### config.mk
export PLATFORM = sky130hd
export DESIGN_NAME = key_press_classifier_flat
export DESIGN_NICKNAME = d
export VERILOG_FILES = /design/src/rtl/kpc_pkg.sv /design/src/rtl/kpc_if.sv /design/src/rtl/key_press_classifier.sv /design/src/rtl/kpc_lane.sv /design/src/rtl/kpc_merge.sv /design/src/flat_wrapper.sv
export SDC_FILE = /design/constraint.sdc
export NUM_CORES = 2
export LEC_CHECK = 0
export ABC_CLOCK_PERIOD_IN_PS = 9700
export BUFFER_PORTS_ARGS = -buffer_cell sky130_fd_sc_hd__buf_2
export CORE_AREA = 2 2 321 323
export CTS_CLUSTER_SIZE = 12
export DETAILED_ROUTE_END_ITERATION = 16
export DIE_AREA = 0 0 323 325
export PLACE_DENSITY = 0.87
export SKIP_CTS_REPAIR_TIMING = 1
export SYNTH_ARGS = -nofsm -noshare
export SYNTH_HDL_FRONTEND = slang
export SYNTH_HIERARCHICAL = 1
export SYNTH_SLANG_ARGS = --single-unit
### constraint.sdc
create_clock -name i_clk -period 9.7 [get_ports i_clk]
set_input_delay 2.91 -clock i_clk [delete_from_list [all_inputs] [get_ports i_clk]]
set_output_delay 2.91 -clock i_clk [all_outputs]
set_load 0.01 [all_outputs]
### src/rtl/kpc_pkg.sv
`timescale 1ns / 1ps
// ============================================================================
// kpc_pkg
// Shared types and constants for the key press classifier: field widths,
// configuration register indexes, reset values and lane structs.
// ============================================================================
package kpc_pkg;

    // field widths
    localparam int KEY_W  = 7;
    localparam int TIME_W = 32;
    localparam int CFG_W  = 16;
    localparam int IDX_W  = 3;

    // configuration register indexes
    localparam logic [IDX_W-1:0] CFG_SHORT_MIN  = 3'd0;
    localparam logic [IDX_W-1:0] CFG_LONG_PRESS = 3'd1;
    localparam logic [IDX_W-1:0] CFG_REP_SLOW   = 3'd2;
    localparam logic [IDX_W-1:0] CFG_REP_FAST   = 3'd3;
    localparam logic [IDX_W-1:0] CFG_ACCEL      = 3'd4;
    localparam logic [IDX_W-1:0] CFG_REP_ENABLE = 3'd5;

    // register reset values
    localparam logic [CFG_W-1:0] RST_SHORT_MIN  = 16'd25;
    localparam logic [CFG_W-1:0] RST_LONG_PRESS = 16'd800;
    localparam logic [CFG_W-1:0] RST_REP_SLOW   = 16'd150;
    localparam logic [CFG_W-1:0] RST_REP_FAST   = 16'd50;
    localparam logic [CFG_W-1:0] RST_ACCEL      = 16'd2000;
    localparam logic [KEY_W-1:0] RST_REP_ENABLE = 7'd0;

    // input kind codes
    localparam logic KIND_SAMPLE = 1'b0;
    localparam logic KIND_SYNC   = 1'b1;

    // timing registers shared by all lanes
    typedef struct packed {
        logic [CFG_W-1:0] short_min;
        logic [CFG_W-1:0] long_press;
        logic [CFG_W-1:0] rep_slow;
        logic [CFG_W-1:0] rep_fast;
        logic [CFG_W-1:0] accel;
    } t_cfg;

    // events found by one lane for one request
    typedef struct packed {
        logic short_ev;
        logic long_ev;
        logic rep_ev;
        logic press_ev;
    } t_lane_ev;

endpackage

### src/rtl/kpc_if.sv
`timescale 1ns / 1ps
// ============================================================================
// kpc_if
// Valid/ready channels of the key press classifier: key samples in,
// event masks out.
// ============================================================================
interface kpc_in_if;
    logic                          valid;
    logic                          ready;
    logic                          kind;
    logic [kpc_pkg::TIME_W-1:0]    now_ms;
    logic [kpc_pkg::KEY_W-1:0]     key_levels;

    modport source (output valid, kind, now_ms, key_levels, input ready);
    modport sink   (input valid, kind, now_ms, key_levels, output ready);
endinterface

interface kpc_out_if;
    logic                          valid;
    logic                          ready;
    logic [kpc_pkg::KEY_W-1:0]     short_mask;
    logic [kpc_pkg::KEY_W-1:0]     long_mask;
    logic [kpc_pkg::KEY_W-1:0]     repeat_mask;
    logic [kpc_pkg::KEY_W-1:0]     press_mask;

    modport source (output valid, short_mask, long_mask, repeat_mask, press_mask,
                    input ready);
    modport sink   (input valid, short_mask, long_mask, repeat_mask, press_mask,
                    output ready);
endinterface

### src/rtl/key_press_classifier.sv
`timescale 1ns / 1ps
// ============================================================================
// key_press_classifier
// Short, long, press and auto-repeat classifier for a row of active-low keys.
// ============================================================================
//  channel   dir  payload                                        handshake
//  i_key     in   kind, now_ms, key_levels                       valid/ready
//  o_evt     out  short_mask, long_mask, repeat_mask, press_mask valid/ready
//  i_cfg_*   in   idx (3b), wdata (16b)                          we only
//
//  One request per cycle while i_key ready is high; its result is registered.
//  Each key lane finishes its compares in the accept cycle, so the lane state
//  is current for the next request. Reset is synchronous and restores the
//  register defaults and released lanes. A stalled result sits in the output
//  register; one more request fits in the skid register, after which i_key
//  ready drops until the output side drains.
// ============================================================================
module key_press_classifier #(
    parameter int NUM_KEYS = 7
) (
    input  logic                              i_clk,
    input  logic                              i_rst_n,
    kpc_in_if.sink                            i_key,
    kpc_out_if.source                         o_evt,
    input  logic                              i_cfg_we,
    input  logic [kpc_pkg::IDX_W-1:0]         i_cfg_idx,
    input  logic [kpc_pkg::CFG_W-1:0]         i_cfg_wdata
);

    localparam int KW = kpc_pkg::KEY_W;

    kpc_pkg::t_cfg                      r_cfg;
    logic [KW-1:0]                      r_rep_en;
    kpc_pkg::t_lane_ev [NUM_KEYS-1:0]   lane_ev;
    logic                               accept;
    logic                               merge_ready;

    assign i_key.ready = merge_ready;
    assign accept      = i_key.valid && merge_ready;

    // configuration registers
    always_ff @(posedge i_clk) begin
        if (!i_rst_n) begin
            r_cfg.short_min  <= kpc_pkg::RST_SHORT_MIN;
            r_cfg.long_press <= kpc_pkg::RST_LONG_PRESS;
            r_cfg.rep_slow   <= kpc_pkg::RST_REP_SLOW;
            r_cfg.rep_fast   <= kpc_pkg::RST_REP_FAST;
            r_cfg.accel      <= kpc_pkg::RST_ACCEL;
            r_rep_en         <= kpc_pkg::RST_REP_ENABLE;
        end else if (i_cfg_we) begin
            case (i_cfg_idx)
                kpc_pkg::CFG_SHORT_MIN:  r_cfg.short_min  <= i_cfg_wdata;
                kpc_pkg::CFG_LONG_PRESS: r_cfg.long_press <= i_cfg_wdata;
                kpc_pkg::CFG_REP_SLOW:   r_cfg.rep_slow   <= i_cfg_wdata;
                kpc_pkg::CFG_REP_FAST:   r_cfg.rep_fast   <= i_cfg_wdata;
                kpc_pkg::CFG_ACCEL:      r_cfg.accel      <= i_cfg_wdata;
                kpc_pkg::CFG_REP_ENABLE: r_rep_en         <= i_cfg_wdata[KW-1:0];
                default: ;
            endcase
        end
    end

    // key lanes; lanes past the level field see a held key
    for (genvar g = 0; g < NUM_KEYS; g++) begin : g_lane
        logic lvl;
        logic en;
        if (g < KW) begin : g_in
            assign lvl = i_key.key_levels[g];
            assign en  = r_rep_en[g];
        end else begin : g_out
            assign lvl = 1'b0;
            assign en  = 1'b0;
        end

        kpc_lane u_lane (
            .i_clk    (i_clk),
            .i_rst_n  (i_rst_n),
            .i_accept (accept),
            .i_kind   (i_key.kind),
            .i_now_ms (i_key.now_ms),
            .i_level  (lvl),
            .i_enable (en),
            .i_cfg    (r_cfg),
            .o_ev     (lane_ev[g])
        );
    end

    // merge lane events and buffer the result
    kpc_merge #(
        .NUM_KEYS (NUM_KEYS)
    ) u_merge (
        .i_clk    (i_clk),
        .i_rst_n  (i_rst_n),
        .i_accept (accept),
        .i_ev     (lane_ev),
        .o_ready  (merge_ready),
        .o_evt    (o_evt)
    );

endmodule

### src/rtl/kpc_lane.sv
`timescale 1ns / 1ps
// ============================================================================
// kpc_lane
// One key lane: holds the level, press start, long flag and last repeat
// time of a key and classifies each accepted request in the same cycle.
// ============================================================================
module kpc_lane (
    input  logic                        i_clk,
    input  logic                        i_rst_n,
    input  logic                        i_accept,
    input  logic                        i_kind,
    input  logic [kpc_pkg::TIME_W-1:0]  i_now_ms,
    input  logic                        i_level,
    input  logic                        i_enable,
    input  kpc_pkg::t_cfg               i_cfg,
    output kpc_pkg::t_lane_ev           o_ev
);

    logic                        r_level, n_level;
    logic                        r_long_done, n_long_done;
    logic [kpc_pkg::TIME_W-1:0]  r_press_ms, n_press_ms;
    logic [kpc_pkg::TIME_W-1:0]  r_rep_ms, n_rep_ms;

    logic                        press_edge;
    logic                        release_edge;
    logic                        long_flag;
    logic [kpc_pkg::TIME_W-1:0]  hold_old;
    logic [kpc_pkg::TIME_W-1:0]  hold;
    logic [kpc_pkg::TIME_W-1:0]  since_rep;
    logic [kpc_pkg::TIME_W-1:0]  interval;
    logic                        long_fire;
    logic                        rep_fire;

    // elapsed times, modulo 2^32; a fresh press counts from zero
    assign press_edge   = (i_level != r_level) && !i_level;
    assign release_edge = (i_level != r_level) && i_level;
    assign hold_old     = i_now_ms - r_press_ms;
    assign hold         = press_edge ? '0 : hold_old;
    assign since_rep    = press_edge ? '0 : (i_now_ms - r_rep_ms);
    assign long_flag    = press_edge ? 1'b0 : r_long_done;

    // long and repeat decisions on the updated level
    assign long_fire = !i_level && !long_flag &&
                       (hold >= {16'd0, i_cfg.long_press});
    assign interval  = (hold > {16'd0, i_cfg.accel}) ? {16'd0, i_cfg.rep_fast}
                                                     : {16'd0, i_cfg.rep_slow};
    assign rep_fire  = i_enable && !i_level && (since_rep >= interval);

    // events are zero on a sync request
    always_comb begin
        o_ev.short_ev = (i_kind == kpc_pkg::KIND_SAMPLE) && release_edge &&
                        !r_long_done && (hold_old > {16'd0, i_cfg.short_min});
        o_ev.long_ev  = (i_kind == kpc_pkg::KIND_SAMPLE) && long_fire;
        o_ev.rep_ev   = (i_kind == kpc_pkg::KIND_SAMPLE) && rep_fire;
        o_ev.press_ev = (i_kind == kpc_pkg::KIND_SAMPLE) && press_edge && i_enable;
    end

    // next lane state
    always_comb begin
        n_level     = r_level;
        n_long_done = r_long_done;
        n_press_ms  = r_press_ms;
        n_rep_ms    = r_rep_ms;
        if (i_accept) begin
            n_level = i_level;
            if (i_kind == kpc_pkg::KIND_SYNC) begin
                // absorb held keys without events
                n_press_ms  = i_now_ms;
                n_rep_ms    = i_now_ms;
                n_long_done = !i_level;
            end else begin
                if (press_edge) begin
                    n_press_ms = i_now_ms;
                    n_rep_ms   = i_now_ms;
                end
                n_long_done = long_flag || long_fire;
                if (rep_fire) begin
                    n_rep_ms = i_now_ms;
                end
            end
        end
    end

    always_ff @(posedge i_clk) begin
        if (!i_rst_n) begin
            r_level     <= 1'b1;
            r_long_done <= 1'b0;
            r_press_ms  <= '0;
            r_rep_ms    <= '0;
        end else begin
            r_level     <= n_level;
            r_long_done <= n_long_done;
            r_press_ms  <= n_press_ms;
            r_rep_ms    <= n_rep_ms;
        end
    end

endmodule

### src/rtl/kpc_merge.sv
`timescale 1ns / 1ps
// ============================================================================
// kpc_merge
// Gathers the lane events into the four result masks and holds them in an
// output register backed by a skid register.
// ============================================================================
module kpc_merge #(
    parameter int NUM_KEYS = 7
) (
    input  logic                                  i_clk,
    input  logic                                  i_rst_n,
    input  logic                                  i_accept,
    input  kpc_pkg::t_lane_ev [NUM_KEYS-1:0]      i_ev,
    output logic                                  o_ready,
    kpc_out_if.source                             o_evt
);

    localparam int KW = kpc_pkg::KEY_W;

    typedef struct packed {
        logic [KW-1:0] short_mask;
        logic [KW-1:0] long_mask;
        logic [KW-1:0] repeat_mask;
        logic [KW-1:0] press_mask;
    } t_result;

    t_result  res;
    t_result  r_out, n_out;
    t_result  r_skid, n_skid;
    logic     r_out_valid, n_out_valid;
    logic     r_skid_valid, n_skid_valid;
    logic     out_fire;

    // lanes beyond the field width are dropped
    always_comb begin
        res = '0;
        for (int b = 0; b < KW; b++) begin
            if (b < NUM_KEYS) begin
                res.short_mask[b]  = i_ev[b].short_ev;
                res.long_mask[b]   = i_ev[b].long_ev;
                res.repeat_mask[b] = i_ev[b].rep_ev;
                res.press_mask[b]  = i_ev[b].press_ev;
            end
        end
    end

    assign out_fire = r_out_valid && o_evt.ready;
    assign o_ready  = !r_skid_valid;

    // output register with skid stage
    always_comb begin
        n_out        = r_out;
        n_skid       = r_skid;
        n_out_valid  = r_out_valid;
        n_skid_valid = r_skid_valid;
        if (i_accept) begin
            if (!r_out_valid || out_fire) begin
                n_out       = res;
                n_out_valid = 1'b1;
            end else begin
                n_skid       = res;
                n_skid_valid = 1'b1;
            end
        end else if (out_fire) begin
            if (r_skid_valid) begin
                n_out        = r_skid;
                n_skid_valid = 1'b0;
            end else begin
                n_out_valid = 1'b0;
            end
        end
    end

    always_ff @(posedge i_clk) begin
        if (!i_rst_n) begin
            r_out_valid  <= 1'b0;
            r_skid_valid <= 1'b0;
        end else begin
            r_out_valid  <= n_out_valid;
            r_skid_valid <= n_skid_valid;
        end
        r_out  <= n_out;
        r_skid <= n_skid;
    end

    assign o_evt.valid       = r_out_valid;
    assign o_evt.short_mask  = r_out.short_mask;
    assign o_evt.long_mask   = r_out.long_mask;
    assign o_evt.repeat_mask = r_out.repeat_mask;
    assign o_evt.press_mask  = r_out.press_mask;

endmodule

### src/flat_wrapper.sv
// flat-port wrapper written by rule: the top's interface ports become plain ports
module key_press_classifier_flat 
#(
    parameter int NUM_KEYS = 7
)
  (i_clk, i_rst_n, i_cfg_we, i_cfg_idx, i_cfg_wdata, i_key_valid, i_key_kind, i_key_now_ms, i_key_key_levels, i_key_ready, o_evt_valid, o_evt_short_mask, o_evt_long_mask, o_evt_repeat_mask, o_evt_press_mask, o_evt_ready);
  kpc_in_if i_key_i ();
  kpc_out_if o_evt_i ();
  input  logic i_clk;
  input  logic i_rst_n;
  input  logic i_cfg_we;
  input  logic [kpc_pkg::IDX_W-1:0] i_cfg_idx;
  input  logic [kpc_pkg::CFG_W-1:0] i_cfg_wdata;
  input wire logic [$bits(i_key_i.valid)-1:0] i_key_valid;
  input wire logic [$bits(i_key_i.kind)-1:0] i_key_kind;
  input wire logic [$bits(i_key_i.now_ms)-1:0] i_key_now_ms;
  input wire logic [$bits(i_key_i.key_levels)-1:0] i_key_key_levels;
  output wire logic [$bits(i_key_i.ready)-1:0] i_key_ready;
  output wire logic [$bits(o_evt_i.valid)-1:0] o_evt_valid;
  output wire logic [$bits(o_evt_i.short_mask)-1:0] o_evt_short_mask;
  output wire logic [$bits(o_evt_i.long_mask)-1:0] o_evt_long_mask;
  output wire logic [$bits(o_evt_i.repeat_mask)-1:0] o_evt_repeat_mask;
  output wire logic [$bits(o_evt_i.press_mask)-1:0] o_evt_press_mask;
  input wire logic [$bits(o_evt_i.ready)-1:0] o_evt_ready;
  assign i_key_i.valid = i_key_valid;
  assign i_key_i.kind = i_key_kind;
  assign i_key_i.now_ms = i_key_now_ms;
  assign i_key_i.key_levels = i_key_key_levels;
  assign i_key_ready = i_key_i.ready;
  assign o_evt_valid = o_evt_i.valid;
  assign o_evt_short_mask = o_evt_i.short_mask;
  assign o_evt_long_mask = o_evt_i.long_mask;
  assign o_evt_repeat_mask = o_evt_i.repeat_mask;
  assign o_evt_press_mask = o_evt_i.press_mask;
  assign o_evt_i.ready = o_evt_ready;
  key_press_classifier #(.NUM_KEYS(NUM_KEYS)) u_core (.i_clk(i_clk), .i_rst_n(i_rst_n), .i_key(i_key_i), .o_evt(o_evt_i), .i_cfg_we(i_cfg_we), .i_cfg_idx(i_cfg_idx), .i_cfg_wdata(i_cfg_wdata));
endmodule
# Yosys cells after proc, flatten, opt, wreduce, memory -nomap -nowiden
# Index checks and enable logic that the tools add are counted.
[op_classes]
add_sub_neg = 14
order_cmp = 28
eq_ne = 15
mux = 74
bitwise = 2
reduce_logical = 165
[ops]
columns = ["operator", "n"]
rows = [
  ["2-to-1 mux 32 bit", 42],
  [">= comparator 32 x 16 -> 1 bit", 14],
  ["greater-than comparator 32 x 16 -> 1 bit", 14],
  ["subtractor 32 bit", 14],
  ["2-to-1 mux 16 bit", 7],
  ["2-to-1 mux 28 bit", 4],
  ["logical AND 1 bit", 93],
  ["AND reduction 2 bit", 22],
  ["zero test 1 bit", 23],
  ["2-to-1 mux 1 bit", 21],
  ["nonzero test 3 bit", 7],
  ["nonzero test 2 bit", 9],
  ["logical OR 1 bit", 8],
  ["!= test 1 bit", 7],
  ["equality test 3 x 2 -> 1 bit (second input constant)", 2],
  ["equality test 3 bit (second input constant)", 2],
  ["AND reduction 3 bit", 2],
  ["!= test 2 bit (second input constant)", 2],
  ["equality test 3 x 1 -> 1 bit (second input constant)", 1],
  ["zero test 3 bit", 1],
  ["!= test 2 x 1 -> 1 bit (second input constant)", 1],
  ["inverter 1 bit", 2],
]
[word_totals]
ff_bits = 607
inputBits = 64
out_inout_bits = 30
word_cells = 342

# Logic depth before layout (Yosys ltp)
[depth]
depth_word = 10
ltp_mapped = 35
ltp_nobuf = 33

# Modules after synthesis
# Netlist, hierarchy kept.
[by_module_without_submodules]
columns = ["mod", "n_inst", "cells_per_inst", "area_per_inst_um2", "seq_area_each_um2"]
rows = [
  ["kpc_lane (u_core.g_lane[1].u_lane ...)", 3, 1191, 8544.4, 1321.3],
  ["kpc_lane (u_core.g_lane[0].u_lane)", 1, 1273, 9262.6, 1321.3],
  ["kpc_lane (u_core.g_lane[3].u_lane)", 1, 1197, 8712.1, 1321.3],
  ["kpc_lane (u_core.g_lane[6].u_lane)", 1, 1195, 8632.0, 1321.3],
  ["kpc_lane (u_core.g_lane[2].u_lane)", 1, 1186, 8602.0, 1321.3],
  ["key_press_classifier", 1, 321, 3321.9, 1741.7],
  ["kpc_merge", 1, 101, 2257.2, 1721.7],
]

# Worst setup path before layout
# OpenSTA, ideal clock, no wires.
[synth_timing]
path_type = "input -> register"
start = "in i_key_now_ms[0]"
end = "reg u_core/g_lane[0].u_lane/r_rep_ms[10] (netlist bit)"
setup_ns = 0.072
t_arrival_ns = 8.911
required_time_ns = 9.628
path_slack_ns = 0.717
path_stages = 35
path_buffers = 2
path_cell_list = "inv_1 > ha_1 > inv_1 > fa_1 > a211oi_1 > o21ai_2 > a21oi_1 > o21bai_1 > a21oi_1 > xnor2_1 > and2_1 > ha_1 > nand3_1 > nor2_1 > nand2_1 > or4b_2 > a21oi_1 > mux2_2 > o31a_1 > a21oi_2 > clkbuf_1 > and2_1 > a211o_1 > ha_1 > nand2b_1 > a21o_1 > a21o_1 > a21o_1 > a21oi_1 > o21ai_0 > a21oi_1 > o22ai_1 > nor3_4 > buf_6 > mux2i_1"
[synth_between]
elab_chain_len = 8
word_cells_on_any_way = 12
classes_between = "add/sub (2); order compare (2); mux (5); reduce/logical (3)"
[synth_rtl]
columns = ["element", "line", "text"]
rows = [
  ["from (decl)", "flat_wrapper.sv:16", "input wire logic [$bits(i_key_i.now_ms)-1:0] i_key_now_ms;"],
  ["subtractor 32 bit", "kpc_lane.sv:37", "assign hold_old = i_now_ms - r_press_ms;"],
  ["2-to-1 mux 32 bit", "kpc_lane.sv:38", "assign hold = press_edge ? '0 : hold_old;"],
  ["greater-than comparator 32 x 16 -> 1 bit", "kpc_lane.sv:45", "assign interval = (hold > {16'd0, i_cfg.accel}) ? {16'd0, i_cfg.rep_fast}"],
  ["2-to-1 mux 16 bit", "kpc_lane.sv:45", ""],
  [">= comparator 32 x 16 -> 1 bit (*)", "kpc_lane.sv:47", "assign rep_fire = i_enable && !i_level && (since_rep >= interval);"],
  ["logical AND 1 bit (*)", "kpc_lane.sv:47", ""],
  ["nonzero test 3 bit (no line) or 2-to-1 mux 32 bit (tied branches)", "-", ""],
  ["AND reduction 2 bit (no line) or 2-to-1 mux 32 bit (tied branches)", "-", ""],
  ["to (signal assigned)", "kpc_lane.sv:94", "r_rep_ms <= n_rep_ms;"],
  ["to (decl)", "kpc_lane.sv:22", "logic [kpc_pkg::TIME_W-1:0] r_rep_ms, n_rep_ms;"],
]
# Mark *: on every way between the ends. The rest lies on a longest branch, timed or not.
# A chain may end at the register's enable or synchronous reset.

# Final worst setup path
[layout_timing]
start = "in i_key_now_ms[0]"
end = "reg u_core/g_lane[6].u_lane/r_rep_ms[8] (netlist bit)"
[layout_between]
elab_chain_len = 8
word_cells_on_any_way = 12
classes_between = "add/sub (2); order compare (2); mux (5); reduce/logical (3)"
[layout_rtl]
columns = ["element", "line"]
rows = [
  ["subtractor 32 bit", "kpc_lane.sv:37"],
  ["2-to-1 mux 32 bit", "kpc_lane.sv:38"],
  ["greater-than comparator 32 x 16 -> 1 bit", "kpc_lane.sv:45"],
  ["2-to-1 mux 16 bit", "kpc_lane.sv:45"],
  [">= comparator 32 x 16 -> 1 bit (*)", "kpc_lane.sv:47"],
  ["logical AND 1 bit (*)", "kpc_lane.sv:47"],
  ["nonzero test 3 bit (no line) or 2-to-1 mux 32 bit (tied branches)", "-"],
  ["AND reduction 2 bit (no line) or 2-to-1 mux 32 bit (tied branches)", "-"],
  ["to (signal assigned)", "kpc_lane.sv:94"],
  ["to (decl)", "kpc_lane.sv:22"],
]
# Marks and branches as above.

==> flow_summary.yaml <==
synthesis:
  synth.avg_cell_area_um2: 7.509
  synth-edff-count: 56
  syn-num-nets: 9771
  ys_warn_count: 6
  synth_cells: 8846
  yosysSeqAreaShare_pct: 19.14
  async_flop_share_pct: 0
  ys_seq_elements: 607
  synth.distinct_cells: 134
  syn-cell-area_mm2: 0.06642
  ys.flop_type: "dfxtp_1"
power_and_ir_drop:
  p_leak_uw: 0.03023
  cellPowerDensity_mw_per_mm2: 143.1
  ir_drop_uv: 136.8
  power_uw: 10260
floorplan:
  fp.dieW_um: 323
  die_area_mm2: 0.1050
  num_rows: 117
  start_util_pct: 65.57
  ioPinCount: 94
  core-area_mm2: 0.1013
  die_h_um: 325
drt:
  dr.pass1.iters: 8
  vias: 67371
  ant_nets: 0
  routed_wl_um: 238300
  drt_iter0_drc: 7194
  viasPerCell: 6.527
  drc: 0
  wl_per_cell_um: 23.08
run_status:
  status: "finished clean"
grt:
  grt_use_total_pct: 43.74
  antenna_found_initial: 16
  grt_pass1_wl_um: 358900
  grt_max_degree: 238
  grt-ovfl-total: 0
  first_global_vias: 62931
setup_path:
  arrival_ns: 9.91
  r2r.worst_path.cells: 34
  r2r_end: "u_core/g_lane[0].u_lane/r_rep_ms[31]$_SDFFE_PN0P_"
  r2r-start: "u_core/g_lane[0].u_lane/r_press_ms[0]$_SDFFE_PN0P_"
  crit_end: "u_core/g_lane[6].u_lane/r_rep_ms[8]$_SDFFE_PN0P_"
  slowest_delay_ns: 0.52
  crit_path_start: "i_key_now_ms[0]"
  rrSetupSlack_ns: 2.63
  path_max_fanout: 32
  critPathRequiredTime_ns: 10.29
  cpMaxStageDelayCell: "or4b_1"
  crit_path_end_kind: "flip-flop"
  critical_path_class: "input pin to flip-flop"
  path_common_cell: "a21o_1"
  critPathLaunchType: "input pin"
timing:
  relSlewSlack_pct: 14.09
  grt_setup_unrepaired: "no"
  clock_skew_ns: 0.02588
  drv_slew: 0
  fin_crit_sh_pct: 96.07
  setup_viol: 0
  hold_ws_ns: 0.4573
  worstMarginPinSlew_ns: 1.271
  fin_ws_ns: 0.3813
  hold_viol_final: 0
  timing.fmax_mhz: 107.3
  tns_ns: 0
  fin_crit_ns: 9.319
cts:
  cts.sinks: 607
  clockBufferDepth: 3
  clock_latency_ns: 0.67
  cts_tree: "yes"
  clk_pin_slew_ns: 0.06
  ctsHtreeMaxLevel: 3
  cts_root_buffer: "clkbuf_16"
  cts_buffers: 77
layout:
  nets: 9808
  nFillCells: 8529
  drive_above_1_share_pct: 7.533
  area_growth_pct: 7.955
placement:
  io_buffers: 93
  dp_hpwl_um: 180000
  place.gp.congestion: 1.042
  place_ws_ns: -0.1396
min_path:
  hp-class: "flip-flop to flip-flop"
job:
  max_cap_viol_count: 0
-- Yosys cell counts (21+ instances only) --
| library cell | n | share of area, % |
|---|---|---|
| nand2_1 | 1473 | 8.3 |
| ha_1 | 847 | 16 |
| inv_1 | 841 | 4.8 |
| a21oi_1 | 619 | 4.7 |
| dfxtp_1 | 551 | 17 |
| nor2_1 | 463 | 2.6 |
| mux2i_1 | 439 | 6.6 |
| o21ai_0 | 318 | 2.4 |
| clkbuf_1 | 278 | 1.6 |
| a21boi_0 | 251 | 2.8 |
| a21o_1 | 199 | 2.2 |
| xnor2_1 | 171 | 2.3 |
| and2_1 | 158 | 1.5 |
| nand3_1 | 151 | 1.1 |
| nand4_1 | 151 | 1.4 |
| xor2_1 | 136 | 1.8 |
| nor3_1 | 118 | 0.89 |
| nor2b_1 | 108 | 1.0 |
| nand2b_1 | 107 | 1.0 |
| o21a_1 | 101 | 1.1 |
| a211oi_1 | 92 | 1.0 |
| o211ai_1 | 91 | 1.0 |
| o21ai_1 | 74 | 0.56 |
| a31oi_1 | 72 | 0.68 |
| edfxtp_1 | 56 | 2.5 |
| or3_1 | 56 | 0.53 |
| buf_2 | 52 | 0.39 |
| and3_1 | 48 | 0.45 |
| o2111ai_1 | 40 | 0.53 |
| o21bai_1 | 39 | 0.44 |
| nor4_1 | 37 | 0.35 |
| o31ai_1 | 34 | 0.38 |
| buf_6 | 31 | 0.53 |
| mux2_4 | 26 | 0.59 |
| a211o_1 | 24 | 0.32 |
| a2111oi_0 | 22 | 0.29 |
| and4_1 | 21 | 0.28 |
-- cell usage in the layout (no fill, tap or decap), types with 118 or more instances in the layout --
cell type,netlist,routed
and2_1,158,156
a21oi_1,619,618
mux2i_1,439,439
a21o_1,199,199
nand4_1,151,151
xor2_1,136,136
o21ai_0,318,318
nor3_1,118,118
nand2_1,1473,1473
nor2_1,463,462
nand3_1,151,151
xnor2_1,171,171
ha_1,847,847
a21boi_0,251,251
dfxtp_1,551,551
inv_1,841,841
buf_4,7,227
-- cells by family (layout without fill, tap and decap cells) --
logic type                 after synthesis  in the layout  share of synthesized area [%]
buffers and inverters                 1225           1326                          7.488
muxes                                  478            478                          7.424
DFF                                    607            607                          19.14
xor gates and xnor gates               310            310                          4.156
AOI/OAI and AO/OA                     2326           2326                          23.83
other                                    0              7                              0
adders and majority gates              875            875                          16.59
and+or+nand+nor                       3025           3025                          21.38
-- worst min-delay path by stage --
stage               slack (ns)  cells after the start                                           endpoint                                               from
floorplan                 0.43                      2  u_core/g_lane[1].u_lane/r_rep_ms[10]$_SDFFE_PN0P_  u_core/g_lane[1].u_lane/r_rep_ms[10]$_SDFFE_PN0P_
global placement          0.44                      2  u_core/g_lane[3].u_lane/r_rep_ms[18]$_SDFFE_PN0P_  u_core/g_lane[3].u_lane/r_rep_ms[18]$_SDFFE_PN0P_
detailed placement        0.45                      2  u_core/g_lane[3].u_lane/r_rep_ms[13]$_SDFFE_PN0P_  u_core/g_lane[3].u_lane/r_rep_ms[13]$_SDFFE_PN0P_
CTS                       0.46                      2  u_core/g_lane[2].u_lane/r_rep_ms[22]$_SDFFE_PN0P_  u_core/g_lane[2].u_lane/r_rep_ms[22]$_SDFFE_PN0P_
global route              0.47                      2  u_core/g_lane[4].u_lane/r_rep_ms[21]$_SDFFE_PN0P_  u_core/g_lane[4].u_lane/r_rep_ms[21]$_SDFFE_PN0P_
finish                    0.46                      2  u_core/g_lane[5].u_lane/r_rep_ms[21]$_SDFFE_PN0P_  u_core/g_lane[5].u_lane/r_rep_ms[21]$_SDFFE_PN0P_
-- sequential cells by signal (all words and copies together), names as in the netlist, 7 cells and up --
name and flops:
u_core/u_merge/o_evt.press_mask 7, u_core/g_lane.u_lane/r_press_ms 224, u_core/g_lane.u_lane/r_rep_ms 224, u_core/r_cfg 80
u_core/g_lane.u_lane/r_level 7, u_core/r_rep_en 7, u_core/u_merge/o_evt.long_mask 7, u_core/u_merge/o_evt.short_mask 7
u_core/u_merge/r_skid 28, u_core/g_lane.u_lane/r_long_done 7, u_core/u_merge/o_evt.repeat_mask 7
-- power breakdown --
group          switching, uW  internal, uW
combinational           2730          1740
sequential               116          2680
clock                   1260          1730
total                   4110          6150
-- cell type report --
cell class	count	area (um^2)	share of cell area, %
flip-flops and latches	607	12710	17.73
inverters	844	3168	4.418
clock buffers	106	2241	3.125
repair buffers	339	2560	3.570
multi-input cells	7014	48940	68.25
diodes	7	17.52	0.02443
well taps	1368	1712	2.387
clock inverters	37	352.8	0.4921
-- metal layers --
metal | up-vias | GRT usage, % | part of all wire, %
li1 | 31418 | - | -
met1 | 31592 | 55.39 | 39
met2 | 3456 | 64.88 | 41
met3 | 889 | 11.57 | 12
met4 | 16 | 29.38 | 7.9
met5 | - | 0 | 0.047
-- metrics by stage --
step | cell area [um^2] | cells | utilization (%)
after floorplan | 66420 | 8846 | -
after global placement | 69090 | 10172 | 68.20
after detailed placement | 69090 | 10172 | 68.20
after CTS | 71680 | 10315 | 70.76
after global routing | 71700 | 10319 | 70.78
final | 71710 | 10322 | 70.78
-- worst max-delay path: cells and delay by family --
family / cells / cell delay [ns]
compound gates: 14 / 2.81
xor+xnor: 1 / 0.20
fa+ha+maj: 4 / 1.14
buf+inv: 6 / 1.09
mux: 2 / 0.50
simple gates: 5 / 1.22
No activity file was read; power rests on OpenSTA's default activity.
